<file path="config.mk">
export PLATFORM = sky130hd
export DESIGN_NAME = load_proportional_led_blinker
export DESIGN_NICKNAME = d
export VERILOG_FILES = /design/src/rtl/lpb_pkg.sv /design/src/rtl/lpb_ctrl.sv /design/src/rtl/lpb_dp.sv /design/src/rtl/load_proportional_led_blinker.sv
export SDC_FILE = /design/constraint.sdc
export NUM_CORES = 1
export LEC_CHECK = 0
export BUFFER_PORTS_ARGS = -buffer_cell sky130_fd_sc_hd__clkbuf_2
export CORE_MARGIN = 2
export CORE_UTILIZATION = 40
export CTS_BUF_LIST = sky130_fd_sc_hd__clkbuf_8
export DETAILED_ROUTE_END_ITERATION = 7
export SYNTH_ARGS = -nofsm -noshare
export SYNTH_HDL_FRONTEND = slang
export SYNTH_HIERARCHICAL = 1
export SYNTH_SLANG_ARGS = --single-unit
</file>
<file path="constraint.sdc">
create_clock -name clk -period 9 [get_ports clk]
set_input_delay 0.45 -clock clk [delete_from_list [all_inputs] [get_ports clk]]
set_output_delay 0.45 -clock clk [all_outputs]
set_load 0.02 [all_outputs]
</file>
<file path="src/rtl/lpb_pkg.sv">
// Shared constants, reset values and controller/datapath interface types
// for the load-proportional LED blinker. No dependencies.
package lpb_pkg;

    // Fixed field widths.
    localparam int CNT_W  = 32;   // cumulative activity counters
    localparam int MAXP_W = 14;   // max_period register
    localparam int ITER_W = 30;   // iteration counter, holds ITER_LIMIT + 1

    // Default number of fraction bits of the fixed-point period.
    localparam int FRAC_BITS_DEF = 16;

    // Iteration count above which the counter and fire point restart.
    localparam logic [ITER_W-1:0] ITER_LIMIT = ITER_W'(1000000000);

    // Reset value of max_period.
    localparam logic [MAXP_W-1:0] MAX_PERIOD_RST = MAXP_W'(10000);

    // Commands from the controller to the datapath.
    typedef struct packed {
        logic accept;      // take a tick request, flip phase, step iteration count
        logic sum;         // form the busy total
        logic delta;       // busy delta and grand total
        logic tdelta;      // grand total delta
        logic div_init;    // load the divider
        logic div_step;    // one restoring division step
        logic clamp;       // clamp the quotient into the period
        logic set_cap;     // period takes the cap directly
        logic fire;        // compare against the fire point
        logic finish;      // load the result register
    } lpb_cmd_t;

    // Status from the datapath to the controller.
    typedef struct packed {
        logic next_on;     // the tick being accepted is an on-phase tick
        logic busy_zero;   // busy delta is zero
        logic total_zero;  // grand total delta is zero
        logic div_last;    // divider is on its last step
        logic out_busy;    // result register still holds an untaken result
    } lpb_status_t;

endpackage

</file>
<file path="src/rtl/lpb_ctrl.sv">
// Controller state machine of the LED blinker: sequences one tick through
// the datapath. Depends on lpb_pkg for the command and status types.
module lpb_ctrl
(
    input  logic                clk,
    input  logic                rst_n,
    input  logic                in_valid,
    output logic                in_ready,
    input  lpb_pkg::lpb_status_t status,
    output lpb_pkg::lpb_cmd_t    cmd
);
    import lpb_pkg::*;

    typedef enum logic [3:0] {
        ST_IDLE,
        ST_SUM,
        ST_DELTA,
        ST_TDELTA,
        ST_CLASSIFY,
        ST_DIV,
        ST_CLAMP,
        ST_FIRE,
        ST_DONE
    } state_t;

    state_t state_reg;
    state_t state_next;
    logic   in_ready_reg;
    logic   in_ready_next;

    assign in_ready = in_ready_reg;

    // Next state and command decode.
    always_comb
    begin
        state_next    = state_reg;
        in_ready_next = 1'b0;
        cmd           = '0;
        unique case (state_reg)
            ST_IDLE:
            begin
                in_ready_next = 1'b1;
                if (in_valid && in_ready_reg)
                begin
                    cmd.accept    = 1'b1;
                    in_ready_next = 1'b0;
                    state_next    = status.next_on ? ST_SUM : ST_DONE;
                end
            end
            ST_SUM:
            begin
                cmd.sum    = 1'b1;
                state_next = ST_DELTA;
            end
            ST_DELTA:
            begin
                cmd.delta  = 1'b1;
                state_next = ST_TDELTA;
            end
            ST_TDELTA:
            begin
                cmd.tdelta = 1'b1;
                state_next = ST_CLASSIFY;
            end
            ST_CLASSIFY:
            begin
                // No activity at all: nothing fires.
                priority if (status.busy_zero && status.total_zero)
                begin
                    state_next = ST_DONE;
                end
                else if (status.busy_zero)
                begin
                    cmd.set_cap = 1'b1;
                    state_next  = ST_FIRE;
                end
                else
                begin
                    cmd.div_init = 1'b1;
                    state_next   = ST_DIV;
                end
            end
            ST_DIV:
            begin
                cmd.div_step = 1'b1;
                if (status.div_last)
                begin
                    state_next = ST_CLAMP;
                end
            end
            ST_CLAMP:
            begin
                cmd.clamp  = 1'b1;
                state_next = ST_FIRE;
            end
            ST_FIRE:
            begin
                cmd.fire   = 1'b1;
                state_next = ST_DONE;
            end
            ST_DONE:
            begin
                if (!status.out_busy)
                begin
                    cmd.finish    = 1'b1;
                    in_ready_next = 1'b1;
                    state_next    = ST_IDLE;
                end
            end
            default:
            begin
                state_next = ST_IDLE;
            end
        endcase
    end

    // State and registered ready.
    always_ff @(posedge clk or negedge rst_n)
    begin
        if (!rst_n)
        begin
            state_reg    <= ST_IDLE;
            in_ready_reg <= 1'b0;
        end
        else
        begin
            state_reg    <= state_next;
            in_ready_reg <= in_ready_next;
        end
    end

endmodule

</file>
<file path="src/rtl/lpb_dp.sv">
// Datapath of the LED blinker: counter deltas, bit-serial restoring divider,
// period clamp, fire-point compare and result register. Depends on lpb_pkg.
module lpb_dp
#(
    parameter int FRAC_BITS = lpb_pkg::FRAC_BITS_DEF
)
(
    input  logic                       clk,
    input  logic                       rst_n,
    input  logic                       cfg_valid,
    input  logic [lpb_pkg::MAXP_W-1:0] cfg_data,
    input  logic [lpb_pkg::CNT_W-1:0]  user_ticks,
    input  logic [lpb_pkg::CNT_W-1:0]  system_ticks,
    input  logic [lpb_pkg::CNT_W-1:0]  nice_ticks,
    input  logic [lpb_pkg::CNT_W-1:0]  idle_ticks,
    output logic                       out_valid,
    input  logic                       out_ready,
    output logic                       led_on,
    output logic                       led_changed,
    input  lpb_pkg::lpb_cmd_t          cmd,
    output lpb_pkg::lpb_status_t       status
);
    import lpb_pkg::*;

    localparam int QW    = CNT_W + FRAC_BITS;   // quotient width
    localparam int PER_W = MAXP_W + FRAC_BITS;  // clamped period width
    localparam int NFP_W = ITER_W + FRAC_BITS;  // fire point width
    localparam int DC_W  = $clog2(QW + 1);      // divider step counter

    // Configuration and control state.
    logic [MAXP_W-1:0] max_period_reg;
    logic [CNT_W-1:0]  prev_busy_reg;
    logic [CNT_W-1:0]  prev_grand_reg;
    logic [ITER_W-1:0] iter_reg;
    logic [NFP_W-1:0]  nfp_reg;
    logic              off_phase_reg;
    logic              led_level_reg;
    logic              lit_reg;
    logic              out_valid_reg;
    logic [DC_W-1:0]   div_cnt_reg;

    // Payload registers.
    logic [CNT_W-1:0]  busy_part_reg;
    logic [CNT_W-1:0]  nice_reg;
    logic [CNT_W-1:0]  idle_reg;
    logic [CNT_W-1:0]  busy_reg;
    logic [CNT_W-1:0]  total_reg;
    logic [CNT_W-1:0]  busy_d_reg;
    logic [CNT_W-1:0]  total_d_reg;
    logic [QW-1:0]     quot_reg;
    logic [CNT_W-1:0]  rem_reg;
    logic [PER_W-1:0]  period_reg;
    logic              led_on_reg;
    logic              led_changed_reg;

    // Iteration count after the restart check.
    logic [ITER_W-1:0] iter_base;
    logic              iter_wrap;

    // Divider step.
    logic [CNT_W:0]    rem_sh;
    logic [CNT_W+1:0]  rem_diff;
    logic              q_bit;

    // Clamp and fire compare.
    logic [PER_W-1:0]  cap;
    logic [NFP_W:0]    fire_sum;
    logic [NFP_W-1:0]  now_fix;
    logic              fires;

    assign iter_wrap = (iter_reg > ITER_LIMIT);
    assign iter_base = iter_wrap ? '0 : iter_reg;

    assign rem_sh   = {rem_reg, quot_reg[QW-1]};
    assign rem_diff = {1'b0, rem_sh} - {2'b00, busy_d_reg};
    assign q_bit    = ~rem_diff[CNT_W+1];

    assign cap      = {max_period_reg, {FRAC_BITS{1'b0}}};
    assign now_fix  = {iter_reg, {FRAC_BITS{1'b0}}};
    assign fire_sum = {1'b0, nfp_reg} + (NFP_W + 1)'(period_reg);
    assign fires    = (fire_sum <= {1'b0, now_fix});

    // Status to the controller.
    always_comb
    begin
        status.next_on    = off_phase_reg;
        status.busy_zero  = (busy_d_reg == '0);
        status.total_zero = (total_d_reg == '0);
        status.div_last   = (div_cnt_reg == DC_W'(1));
        status.out_busy   = out_valid_reg && !out_ready;
    end

    assign out_valid   = out_valid_reg;
    assign led_on      = led_on_reg;
    assign led_changed = led_changed_reg;

    // Control state with reset.
    always_ff @(posedge clk or negedge rst_n)
    begin
        if (!rst_n)
        begin
            max_period_reg <= MAX_PERIOD_RST;
            prev_busy_reg  <= '0;
            prev_grand_reg <= '0;
            iter_reg       <= '0;
            nfp_reg        <= '0;
            off_phase_reg  <= 1'b0;
            led_level_reg  <= 1'b0;
            lit_reg        <= 1'b0;
            out_valid_reg  <= 1'b0;
            div_cnt_reg    <= '0;
        end
        else
        begin
            if (cfg_valid)
            begin
                max_period_reg <= cfg_data;
            end

            // Tick request: restart check, phase flip, iteration step.
            if (cmd.accept)
            begin
                off_phase_reg <= ~off_phase_reg;
                lit_reg       <= 1'b0;
                if (off_phase_reg)
                begin
                    iter_reg <= iter_base + ITER_W'(1);
                end
                else
                begin
                    iter_reg <= iter_base;
                end
                if (iter_wrap)
                begin
                    nfp_reg <= '0;
                end
            end

            // Stored totals follow every on-phase tick.
            if (cmd.delta)
            begin
                prev_busy_reg <= busy_reg;
            end
            if (cmd.tdelta)
            begin
                prev_grand_reg <= total_reg;
            end

            // Divider step counter.
            if (cmd.div_init)
            begin
                div_cnt_reg <= DC_W'(QW);
            end
            else if (cmd.div_step)
            begin
                div_cnt_reg <= div_cnt_reg - DC_W'(1);
            end

            // Fire when the period fits before the current iteration.
            if (cmd.fire && fires)
            begin
                lit_reg <= 1'b1;
                nfp_reg <= fire_sum[NFP_W-1:0];
            end

            // Result register handshake.
            if (cmd.finish)
            begin
                out_valid_reg <= 1'b1;
                led_level_reg <= lit_reg;
            end
            else if (out_ready)
            begin
                out_valid_reg <= 1'b0;
            end
        end
    end

    // Payload pipeline and divider registers.
    always_ff @(posedge clk)
    begin
        if (cmd.accept)
        begin
            busy_part_reg <= user_ticks + system_ticks;
            nice_reg      <= nice_ticks;
            idle_reg      <= idle_ticks;
        end
        if (cmd.sum)
        begin
            busy_reg <= busy_part_reg + nice_reg;
        end
        if (cmd.delta)
        begin
            busy_d_reg <= busy_reg - prev_busy_reg;
            total_reg  <= busy_reg + idle_reg;
        end
        if (cmd.tdelta)
        begin
            total_d_reg <= total_reg - prev_grand_reg;
        end

        // Restoring division, one quotient bit per cycle.
        if (cmd.div_init)
        begin
            quot_reg <= {total_d_reg, {FRAC_BITS{1'b0}}};
            rem_reg  <= '0;
        end
        else if (cmd.div_step)
        begin
            quot_reg <= {quot_reg[QW-2:0], q_bit};
            rem_reg  <= q_bit ? rem_diff[CNT_W-1:0] : rem_sh[CNT_W-1:0];
        end

        // Period: clamped quotient, or the cap when nothing was busy.
        if (cmd.set_cap)
        begin
            period_reg <= cap;
        end
        else if (cmd.clamp)
        begin
            period_reg <= (quot_reg > QW'(cap)) ? cap : quot_reg[PER_W-1:0];
        end

        if (cmd.finish)
        begin
            led_on_reg      <= lit_reg;
            led_changed_reg <= lit_reg ^ led_level_reg;
        end
    end

endmodule

</file>
<file path="src/rtl/load_proportional_led_blinker.sv">
// Load-proportional LED blinker, top level: controller and datapath.
// An off-phase tick request goes straight to the result register; an on-phase one first
// passes sum, delta, total delta and classify, then, as the deltas require, the bit-serial
// divider, clamp and fire. A new tick is taken only after the previous one is finished,
// also while the previous result still waits on the output.
// Reset (rst_n low, asynchronous) clears the control state, max_period to 10000.
module load_proportional_led_blinker
#(
    parameter int FRAC_BITS = lpb_pkg::FRAC_BITS_DEF
)
(
    input  logic                       clk,
    input  logic                       rst_n,
    input  logic                       cfg_valid,
    output logic                       cfg_ready,
    input  logic [lpb_pkg::MAXP_W-1:0] cfg_data,
    input  logic                       in_valid,
    output logic                       in_ready,
    input  logic [lpb_pkg::CNT_W-1:0]  user_ticks,
    input  logic [lpb_pkg::CNT_W-1:0]  system_ticks,
    input  logic [lpb_pkg::CNT_W-1:0]  nice_ticks,
    input  logic [lpb_pkg::CNT_W-1:0]  idle_ticks,
    output logic                       out_valid,
    input  logic                       out_ready,
    output logic                       led_on,
    output logic                       led_changed
);
    import lpb_pkg::*;

    lpb_cmd_t    cmd;
    lpb_status_t status;

    // The register write is always taken.
    assign cfg_ready = 1'b1;

    lpb_ctrl u_ctrl
    (
        .clk      (clk),
        .rst_n    (rst_n),
        .in_valid (in_valid),
        .in_ready (in_ready),
        .status   (status),
        .cmd      (cmd)
    );

    lpb_dp
    #(
        .FRAC_BITS (FRAC_BITS)
    )
    u_dp
    (
        .clk          (clk),
        .rst_n        (rst_n),
        .cfg_valid    (cfg_valid),
        .cfg_data     (cfg_data),
        .user_ticks   (user_ticks),
        .system_ticks (system_ticks),
        .nice_ticks   (nice_ticks),
        .idle_ticks   (idle_ticks),
        .out_valid    (out_valid),
        .out_ready    (out_ready),
        .led_on       (led_on),
        .led_changed  (led_changed),
        .cmd          (cmd),
        .status       (status)
    );

endmodule
</file>
==> run_results.csv, run 1 <==
group,metric,value,unit
run_status,status,"completed",
clocking,path_clk_slew,0.07,ns
clocking,clk_latency,0.68,ns
setup_path,critPathKind,"reg2reg",
final_layout,area_growth_syn_to_layout,14.57,%
synth,yosysSeqAreaShare,0.4397,
setup_path,critPathLaunch,"u_dp/nfp_reg[0]",
flow_run,max_cap_violations,0,
final_layout,drive_gt1_frac,0.1058,
synth,syn_nets,3567,
global_routing,grt_max_degree,95,
global_routing,grt_usage,0.1810,
synth,post-synth-top-area-cell,"edfxtp_1",
pwr,powerDensity,287.9,nW/µm²
die,boundaryPins,152,
sta,hold_viol_final,0,
place,port_buffers,150,
setup_path,worstSetupEndpoint,"u_dp/nfp_reg[2]",
pwr,swShare,0.3744,
die,die_h,282.9,µm
min_path,hold_class,"in2reg",
setup_path,rrSetupSlack,2.45,ns
pwr,switchingPower,3.845,mW
route,drt_first_pass_iters,5,
final_layout,fill_cells,7285,
sta,setup_tns,0,ns
synth,synthFlopType,"edfxtp_1",
setup_path,critPathLaunchType,"flop",
route,ant_nets,0,
route,wl,73.20,mm
place,pre_cts_ws,2.451,ns
clocking,numCtsBuffers,92,
setup_path,critical_path_arrival,7.03,ns
die,rows,102,
clocking,cts_buffer_depth,3,
setup_path,path_max_fanout,24,
synth,synth_area_leaders,"edfxtp_1, dfrtp_1, ha_1, dfxtp_1, xnor2_1",
synth,syn_area_per_cell,9.884,µm²
global_routing,gr-total-overflow,0,
clocking,cts_tree,"done",
place,hpwl,53.92,mm
pwr,combPwrFrac,0.429,
sta,max_freq,152.7,MHz
route,wl_per_cell,16.23,µm
clocking,htree_levels,3,
final_layout,fin_nets,3811,
synth,mappedNetlistArea,31120,µm²
route,vias,23815,
final_layout,finalNonFillerCells,4511,
setup_path,rr_startpoint,"u_dp/nfp_reg[0]",
synth,yosys_warnings,6,
sta,drv_slew,0,
sta,skew,0.03851,ns
die,initial_core_util,0.4031,
synth,synth_edf_count,272,
sta,hold-worst-slack,0.04276,ns
setup_path,r2r_cells,22,
sta,finalWorstSetupSlack,2.453,ns
sta,finalCritPeriodShare,0.7275,
pwr,seqPwrFrac,0.351,
pwr,p_int,6.423,mW
synth,synth_top_area_share,0.2624,
pwr,clockPowerShare,0.220,
setup_path,crit_path_end_kind,"flop",
global_routing,grt_pass1_wl,119.7,mm
synth,synthDistinctLibCells,88,
final_layout,multi_input_area,16230,µm²
synth,ys_ff_latch,505,
synth,async_flop_share,0.3347,
die,core,77210,µm²
global_routing,antenna_found_initial,3,
die,die_w,282.9,µm
synth,ys_top_cells_by_count,"edfxtp_1, ha_1, nand2_1, inv_1, o21ai_0",
setup_path,r2r_end,"u_dp/nfp_reg[2]",
final_layout,seq_area,13680,µm²
sta,tightest_slew,1.131,ns
place,place_congestion,0.8599,
final_layout,largest_reg_flops,48,
place,place_inst,4264,
route,drt_iter0_drc,1280,
sta,setup_viol,0,
clocking,cts_root_buf,"clkbuf_8",
sta,min_period,6.547,ns
pwr,leakage,15.20,nW
route,viasPerCell,5.279,
global_routing,grt_pass1_vias,23521,
setup_path,required,9.49,ns
synth,synth.most_common_cell,"edfxtp_1",
sta,relSlewSlack,0.2451,
die,die_area,80060,µm²
route,drc,0,
sta,grt_setup_unrepaired,"no",
clocking,clock_sinks,505,
synth,synthCells,3149,
pwr,peakVddDrop,132.3,µV
[per-layer routing]
metal,vias up,share of wire,GRT usage
met5,-,0,0
met4,0,0.028,0.05971
met3,133,0.036,0.02713
met2,454,0.49,0.3199
met1,11113,0.45,0.2256
li1,12115,-,-
[critical path, stage by stage, from the launching register on]
cell and delay (ns):
dfrtp_1 0.37, ha_1 0.23, fa_1 0.40, a21o_1 0.19, a21o_1 0.21, a21oi_1 0.25, o21a_1 0.26, o211ai_1 0.17
a31oi_1 0.31, o2bb2ai_2 0.41, nor4_1 0.14, or2_2 0.31, ha_1 0.31, nand4_1 0.16, nor3_1 0.32, nand4_1 0.14
nor4b_1 0.26, nand4_1 0.16, nor4_2 0.20, a41oi_1 0.15, buf_4 0.23, nor2_2 0.88, o21ai_0 0.27
[power by group through the flow]
stage | clock network (mW) | registers (mW) | logic, mW
2_1_floorplan | 0 | 3.53 | 3.50
3_3_place_gp | 0 | 3.64 | 4.32
3_5_place_dp | 0 | 3.65 | 4.37
4_1_cts | 2.35 | 3.61 | 4.42
5_1_grt | 2.45 | 3.66 | 4.98
6_report | 2.26 | 3.60 | 4.41
[cells by family (layout without fill, tap and decap cells)]
logic type	Yosys count	in the layout	synth area share
simple gates	869	869	0.1359
mux	53	53	0.01737
flops	505	505	0.4397
fa+ha+maj	271	271	0.1106
other cells	1	3	0.0001205
buf+inv	323	643	0.04048
compound gates	916	916	0.1965
xor+xnor	211	211	0.05938
[worst min path at each step]
stage,startpoint,endpoint,slack (ns),cells after the start
finish,cfg_data[12],u_dp/max_period_reg[12],0.04,3
global route,cfg_data[12],u_dp/max_period_reg[12],0.03,3
CTS,user_ticks[0],u_dp/busy_part_reg[0],0.002,2
detailed placement,u_dp/period_reg[3],u_dp/period_reg[3],0.47,1
global placement,u_dp/period_reg[13],u_dp/period_reg[13],0.47,1
floorplan,rst_n,u_ctrl/in_ready,0.15,0
[per-stage QoR]
stage	power (mW)	cell area, µm²	utilization
3_3_place_gp	7.957	32980	0.4272
2_1_floorplan	7.022	31120	-
6_report	10.27	35660	0.4618
4_1_cts	10.38	35650	0.4618
5_1_grt	11.09	35660	0.4618
3_5_place_dp	8.011	32980	0.4272
[what timing repair did]
item,4_1_cts,5_1_grt
hold buffers,75,0
hold endpoints to repair,140,0
resized for setup,0,0
endpoints found under the setup margin,0,0
setup buffers,0,0
[placed cells by master, fill, tap and decap left out, drive strengths merged, types with 75 or more instances in the layout]
cell	count
a21o	129
nor2	185
clkbuf	251
xnor2	140
dlygate4sd3	75
o21ai	221
inv	255
a21oi	193
nand2	264
edfxtp	272
dfrtp	164
a22o	79
ha	264
[layout make-up]
class                   count  area share
multi-input cells        2321      0.4551
inverters                 226     0.02379
diodes                      2   0.0001404
repair buffers            247     0.04691
clock inverters            68     0.01446
flip-flops and latches    505      0.3838
clock buffers             102     0.03937
well taps                1040     0.03649
Power figures use the tool's default switching activity.
==> run 2: changes to the inputs <==
--- a/config.mk
+++ b/config.mk
@@ -5,6 +5,7 @@
 export SDC_FILE = /design/constraint.sdc
 export NUM_CORES = 1
 export LEC_CHECK = 0
+export ABC_AREA = 1
 export BUFFER_PORTS_ARGS = -buffer_cell sky130_fd_sc_hd__clkbuf_2
 export CORE_MARGIN = 2
 export CORE_UTILIZATION = 40
==> constraint.sdc (replaced) <==
create_clock -name clk -period 6.5 [get_ports clk]
set_input_delay 0.325 -clock clk [delete_from_list [all_inputs] [get_ports clk]]
set_output_delay 0.325 -clock clk [all_outputs]
set_load 0.02 [all_outputs]
==> run 2 against run 1 <==
Compared with the run above: critical path depth rose by 6; largest power group is now sequential cells; power fell by 33%; die area rose by 5.3%; via count rose by 16%; non-clock buffer count rose by 2; maximum frequency rose by 36%; final cell count rose by 20%; combinational power fell by 93%; setup slack got worse by 0.77 ns; clock power rose by 39%.
==> run_results.csv, run 2 <==
group,metric,value,unit
global_routing,antenna_found_initial,5,
run_status,status,"completed",
setup_path,required,7.04,ns
setup_path,critPathKind,"reg2reg",
clocking,numCtsBuffers,92,
place,place_congestion,0.9153,
setup_path,max_stage_delay,0.58,ns
setup_path,crit_family,"simple AND/OR/NAND/NOR gates",
clocking,cts_tree,"done",
sta,setup_tns,0,ns
synth,syn_area_per_cell,8.162,µm²
synth,ys_top_cells_by_count,"nand2_1, inv_1, o21ai_0, a21oi_1, edfxtp_1",
route,drt_iter0_drc,1618,
route,viasPerCell,5.098,
final_layout,fin_nets,4695,
sta,grt_setup_unrepaired,"no",
die,die_area,84270,µm²
final_layout,final_common_cell,"nand2_1",
sta,hold-worst-slack,0.06095,ns
synth,synth_edf_count,272,
sta,relSlewSlack,0.2688,
route,ant_nets,0,
pwr,peakVddDrop,125.6,µV
synth,synthFlopType,"edfxtp_1",
sta,hold_viol_final,0,
setup_path,critPathMostFrequentCell,"nand2_1",
setup_path,critical_path_arrival,5.36,ns
clocking,cts_buffer_depth,3,
global_routing,grt_pass1_wl,143.0,mm
synth,syn_nets,4435,
die,rows,104,
clocking,cts_root_buf,"clkbuf_8",
route,wl_per_cell,16.29,µm
clocking,cts_resized,0,
sta,tightest_slew,1.087,ns
global_routing,gr-total-overflow,0,
die,die_w,290.3,µm
setup_path,path_max_fanout,47,
die,initial_core_util,0.4057,
die,die_h,290.3,µm
setup_path,slowest_stage,"nand2_2",
place,port_buffers,150,
route,drt_first_pass_iters,5,
global_routing,grt_usage,0.2087,
synth,synth_area_leaders,"edfxtp_1, dfrtp_1, nand2_1, ha_1, inv_1",
route,vias,27641,
flow_run,max_cap_violations,0,
place,hpwl,68.95,mm
synth,yosys_warnings,6,
final_layout,drive_gt1_frac,0.08469,
pwr,p_total,6.835,mW
final_layout,fin_util,0.4628,
synth,synthCells,4017,
place,place_inst,5161,
route,drc,0,
final_layout,largest_reg_flops,48,
clocking,clk_latency,0.71,ns
synth,synth.most_common_cell,"nand2_1",
clocking,htree_levels,3,
min_path,hold_class,"in2reg",
clocking,path_clk_slew,0.06,ns
setup_path,critPathLaunchType,"flop",
clocking,clock_sinks,505,
final_layout,finalNonFillerCells,5422,
global_routing,grt_max_degree,100,
synth,synth_top_area_share,0.2491,
final_layout,area_growth_syn_to_layout,14.06,%
synth,post-synth-top-area-cell,"edfxtp_1",
pwr,leakage,16.99,nW
synth,mappedNetlistArea,32790,µm²
sta,skew,0.05171,ns
sta,setup_viol,0,
global_routing,grt_pass1_vias,27976,
setup_path,crit_path_end_kind,"flop",
route,wl,88.34,mm
pwr,powerDensity,182.8,nW/µm²
synth,ys_ff_latch,505,
sta,finalCritPeriodShare,0.7407,
synth,yosysSeqAreaShare,0.4174,
die,core,80810,µm²
sta,max_freq,207.7,MHz
sta,min_period,4.814,ns
synth,async_flop_share,0.3347,
final_layout,layout_common_cells,"nand2_1, inv_1, o21ai_0, a21oi_1, edfxtp_1",
setup_path,path_buf_inv,1,
sta,drv_slew,0,
clocking,cts_setup_buffers,0,
die,boundaryPins,152,
synth,synthDistinctLibCells,58,
run 2: cell types whose count changed after synthesis, sizes merged, moves of 45 or more:
cell,change
a21o,-101
a21oi,+114
a22o,-77
inv,+301
mux2i,-45
nand2,+645
nand3,+207
nor2,+78
o21ai,+99
xnor2,-50
xor2,+57
run 2: per-layer routing:
layer  up-vias  GRT usage  part of all wire
met5         -          0                 0
met4         0    0.08295             0.039
met3       188    0.02998             0.038
met2       638     0.3805              0.50
met1     12707     0.2458              0.42
li1      14108          -                 -
run 2: tightest hold or removal path, cell delays in order:
cell	delay, ns
clkbuf_2	0.08
xnor2_1	0.12
nand2_1	0.05
nand2_1	0.06
run 2: final timing paths:
check | cells past startpoint | slack, ns | end | start
max reg2reg | 28 | 1.69 | u_dp/nfp_reg[9] | u_dp/nfp_reg[0]
min reg2reg | 2 | 0.47 | u_dp/rem_reg[22] | u_dp/rem_reg[22]
min | 4 | 0.06 | u_dp/busy_part_reg[31] | user_ticks[31]
max | 28 | 1.69 | u_dp/nfp_reg[9] | u_dp/nfp_reg[0]
min in group asynchronous | 2 | 0.19 | u_dp/nfp_reg[20] | rst_n
max in group asynchronous | 3 | 5.22 | u_dp/prev_busy_reg[22] | rst_n
run 2: cell type report:
| class | instances | area (µm²) |
|---|---|---|
| sequential | 505 | 13680 |
| fill | 7975 | 43410 |
| multi-input combinational | 2901 | 16720 |
| antenna | 5 | 12.51 |
| clock inverter | 71 | 529.3 |
| tap | 1060 | 1326 |
| clock buffer | 103 | 1418 |
| inverter | 528 | 1984 |
| timing repair buffer | 249 | 1718 |
run 2: kinds of logic (layout without fill, tap and decap cells):
family,after synthesis,in the layout,share of synthesized area
other,1,6,0.0001144
adder cells (fa/ha/maj),271,271,0.1050
multiplexers,2,2,0.0006869
XOR/XNOR,218,218,0.05824
flip-flops,505,505,0.4174
AO/OA/AOI/OAI,776,776,0.1298
AND/OR/NAND/NOR,1633,1633,0.2153
buffers and inverters,611,951,0.07346
run 2: power breakdown:
part	switching [mW]	internal [mW]	total, mW
Sequential	0.00431	3.38	3.38
Clock	1.41	1.72	3.14
Combinational	0.180	0.136	0.316
run 2: repair_timing:
action | CTS | global route
endpoints found under the setup margin | 0 | 0
hold endpoints to repair | 150 | 0
hold buffers | 82 | 0
run 2: through the flow:
stage / worst slack (ns) / cell area, µm²
5_1_grt: 1.220 / 37400
4_1_cts: 1.681 / 37380
6_report: 1.686 / 37400
3_3_place_gp: 1.735 / 34620
2_1_floorplan: 0.4690 / 32790
3_5_place_dp: 1.730 / 34620
==> run 3: changes to the inputs <==
==> constraint.sdc (replaced) <==
create_clock -name clk -period 5 [get_ports clk]
set_input_delay 0.25 -clock clk [delete_from_list [all_inputs] [get_ports clk]]
set_output_delay 0.25 -clock clk [all_outputs]
set_load 0.02 [all_outputs]
==> run 3 against run 2 <==
Compared with the run above: clock power increased by 33%; power increased by 32%; critical endpoint is now u_dp/nfp_reg[16]; final cell count increased by 0.30%; largest cell class unchanged; first-iteration DRC count increased by 4.4%; critical path depth increased by 1; hold slack improved by 0.0091 ns; non-clock buffer count increased by 19; sequential cell count unchanged.
==> run_results.csv, run 3 (synthesis results as in run 2) <==
group,metric,value,unit
sta,setup_tns,0,ns
global_routing,antenna_found_initial,5,
clocking,htree_levels,3,
setup_path,slowest_stage,"fa_1",
sta,setup_viol,0,
route,wl_met1,37.93,mm
final_layout,largest_reg_flops,48,
pwr,p_int,6.962,mW
final_layout,finalNonFillerCells,5438,
route,ant_nets,0,
final_layout,fin_nets,4713,
pwr,p_total,9.013,mW
clocking,clk_latency,0.70,ns
pwr,peakVddDrop,148.5,µV
die,rows,104,
pwr,clockPowerShare,0.465,
sta,grt_setup_unrepaired,"no",
route,drc,0,
pwr,combPwrFrac,0.047,
clocking,numCtsBuffers,91,
die,die_h,290.3,µm
flow_run,max_cap_violations,0,
place,hpwl,69.28,mm
sta,finalCritPeriodShare,0.8845,
setup_path,path_max_fanout,29,
setup_path,max_stage_delay,0.40,ns
setup_path,critical_path_arrival,5.02,ns
setup_path,critPathLaunchType,"flop",
final_layout,final_common_cell,"nand2_1",
min_path,hold_class,"in2reg",
route,top_layer,"met4",
sta,tightest_slew,1.056,ns
clocking,cts_tree,"done",
route,dr_wl_met3,3.450,mm
clocking,clock_sinks,505,
setup_path,required,5.60,ns
final_layout,area_growth_syn_to_layout,14.81,%
route,vias,27679,
route,wl_per_cell,16.32,µm
final_layout,fill_cells,7993,
global_routing,grt_usage,0.2104,
pwr,swShare,0.2275,
global_routing,grt_pass1_wl,144.6,mm
place,port_buffers,150,
route,wl,88.76,mm
clocking,cts_setup_buffers,0,
die,core,80810,µm²
place,place_inst,5167,
pwr,seqPwrFrac,0.488,
route,drt_first_pass_iters,6,
die,boundaryPins,152,
sta,drv_slew,0,
sta,relSlewSlack,0.2952,
clocking,cts_root_buf,"clkbuf_8",
sta,skew,0.05499,ns
run_status,status,"completed",
pwr,powerDensity,239.4,nW/µm²
die,initial_core_util,0.4057,
sta,min_period,4.423,ns
global_routing,grt_max_degree,90,
sta,hold_viol_final,0,
setup_path,critPathMostFrequentCell,"nand2_1",
final_layout,drive_gt1_frac,0.08713,
clocking,path_clk_slew,0.06,ns
global_routing,grt_pass1_vias,28184,
final_layout,fin_util,0.4658,
place,place_congestion,0.9383,
global_routing,gr-total-overflow,0,
route,dr_wl_met2,44.17,mm
route,drt_iter0_drc,1689,
pwr,switchingPower,2.051,mW
setup_path,crit_path_end_kind,"flop",
final_layout,layout_common_cells,"nand2_1, inv_1, o21ai_0, a21oi_1, edfxtp_1",
route,viasPerCell,5.090,
die,die_w,290.3,µm
die,die_area,84270,µm²
setup_path,critPathKind,"reg2reg",
sta,max_freq,226.1,MHz
clocking,cts_buffer_depth,3,
pwr,leakage,17.08,nW
## run 3: changes by cell type in the layout (fill, tap and decap cells not counted), sizes merged
cell,change
inv,-13
buf,+6
dlygate4sd3,+13
bufinv,+2
clkinvlp,+2
clkinv,+2
clkbuf,+4
## run 3: worst max-delay path: cells and delay by family, from the launching register on
kind | cells | cell delay [ns]
compound gates | 3 | 0.42
fa+ha+maj | 3 | 1.01
flops | 1 | 0.38
xor+xnor | 1 | 0.22
buf+inv | 3 | 0.56
simple gates | 19 | 1.76
## run 3: final timing paths
path                                          start                      to  slack, ns  depth (start not counted)
worst max-delay path                u_dp/nfp_reg[0]        u_dp/nfp_reg[16]       0.58                         29
worst min-delay path                 user_ticks[30]  u_dp/busy_part_reg[30]       0.07                          4
worst max register to register      u_dp/nfp_reg[0]        u_dp/nfp_reg[16]       0.58                         29
worst min register to register  u_dp/period_reg[11]     u_dp/period_reg[11]       0.47                          2
max in group asynchronous                     rst_n  u_dp/prev_busy_reg[30]       3.70                          3
min in group asynchronous                     rst_n  u_dp/max_period_reg[7]       0.26                          2
## run 3: power groups by stage
| stage | clock network (mW) | registers [mW] | logic (mW) |
|---|---|---|---|
| CTS | 4.33 | 4.39 | 0.427 |
| floorplan | 0 | 4.48 | 0.196 |
| global placement | 0 | 4.48 | 0.358 |
| global route | 4.51 | 4.39 | 0.476 |
| finish | 4.19 | 4.40 | 0.422 |
| detailed placement | 0 | 4.48 | 0.359 |
## run 3: repair_timing
item	in CTS	in global routing
gates resized for setup	0	0
endpoints found under the hold margin	173	0
hold buffers	95	0
## run 3: cell type report
class	instances	area, µm²	area share
timing repair buffer	268	1906	0.05062
inverter	528	1984	0.05272
tap	1060	1326	0.03523
multi-input combinational	2901	16730	0.4445
sequential	505	13680	0.3635
antenna	5	12.51	0.0003324
clock inverter	64	526.8	0.01399
clock buffer	107	1473	0.03912
## run 3: metrics by stage
step	hold slack [ns]	setup slack (ns)	cell area (µm²)
floorplan	-0.04559	0.5407	32800
global placement	0.4190	0.6343	34680
detailed placement	0.4219	0.6135	34680
CTS	0.003758	0.6074	37630
global route	0.04858	0.1232	37640
finish	0.07002	0.5774	37640
## run 3: per-layer routing
metal / up-vias / global-route usage
met2: 644 / 0.3783
met3: 187 / 0.03036
met1: 12695 / 0.2537
met4: 0 / 0.07927
li1: 14153 / -
met5: - / 0
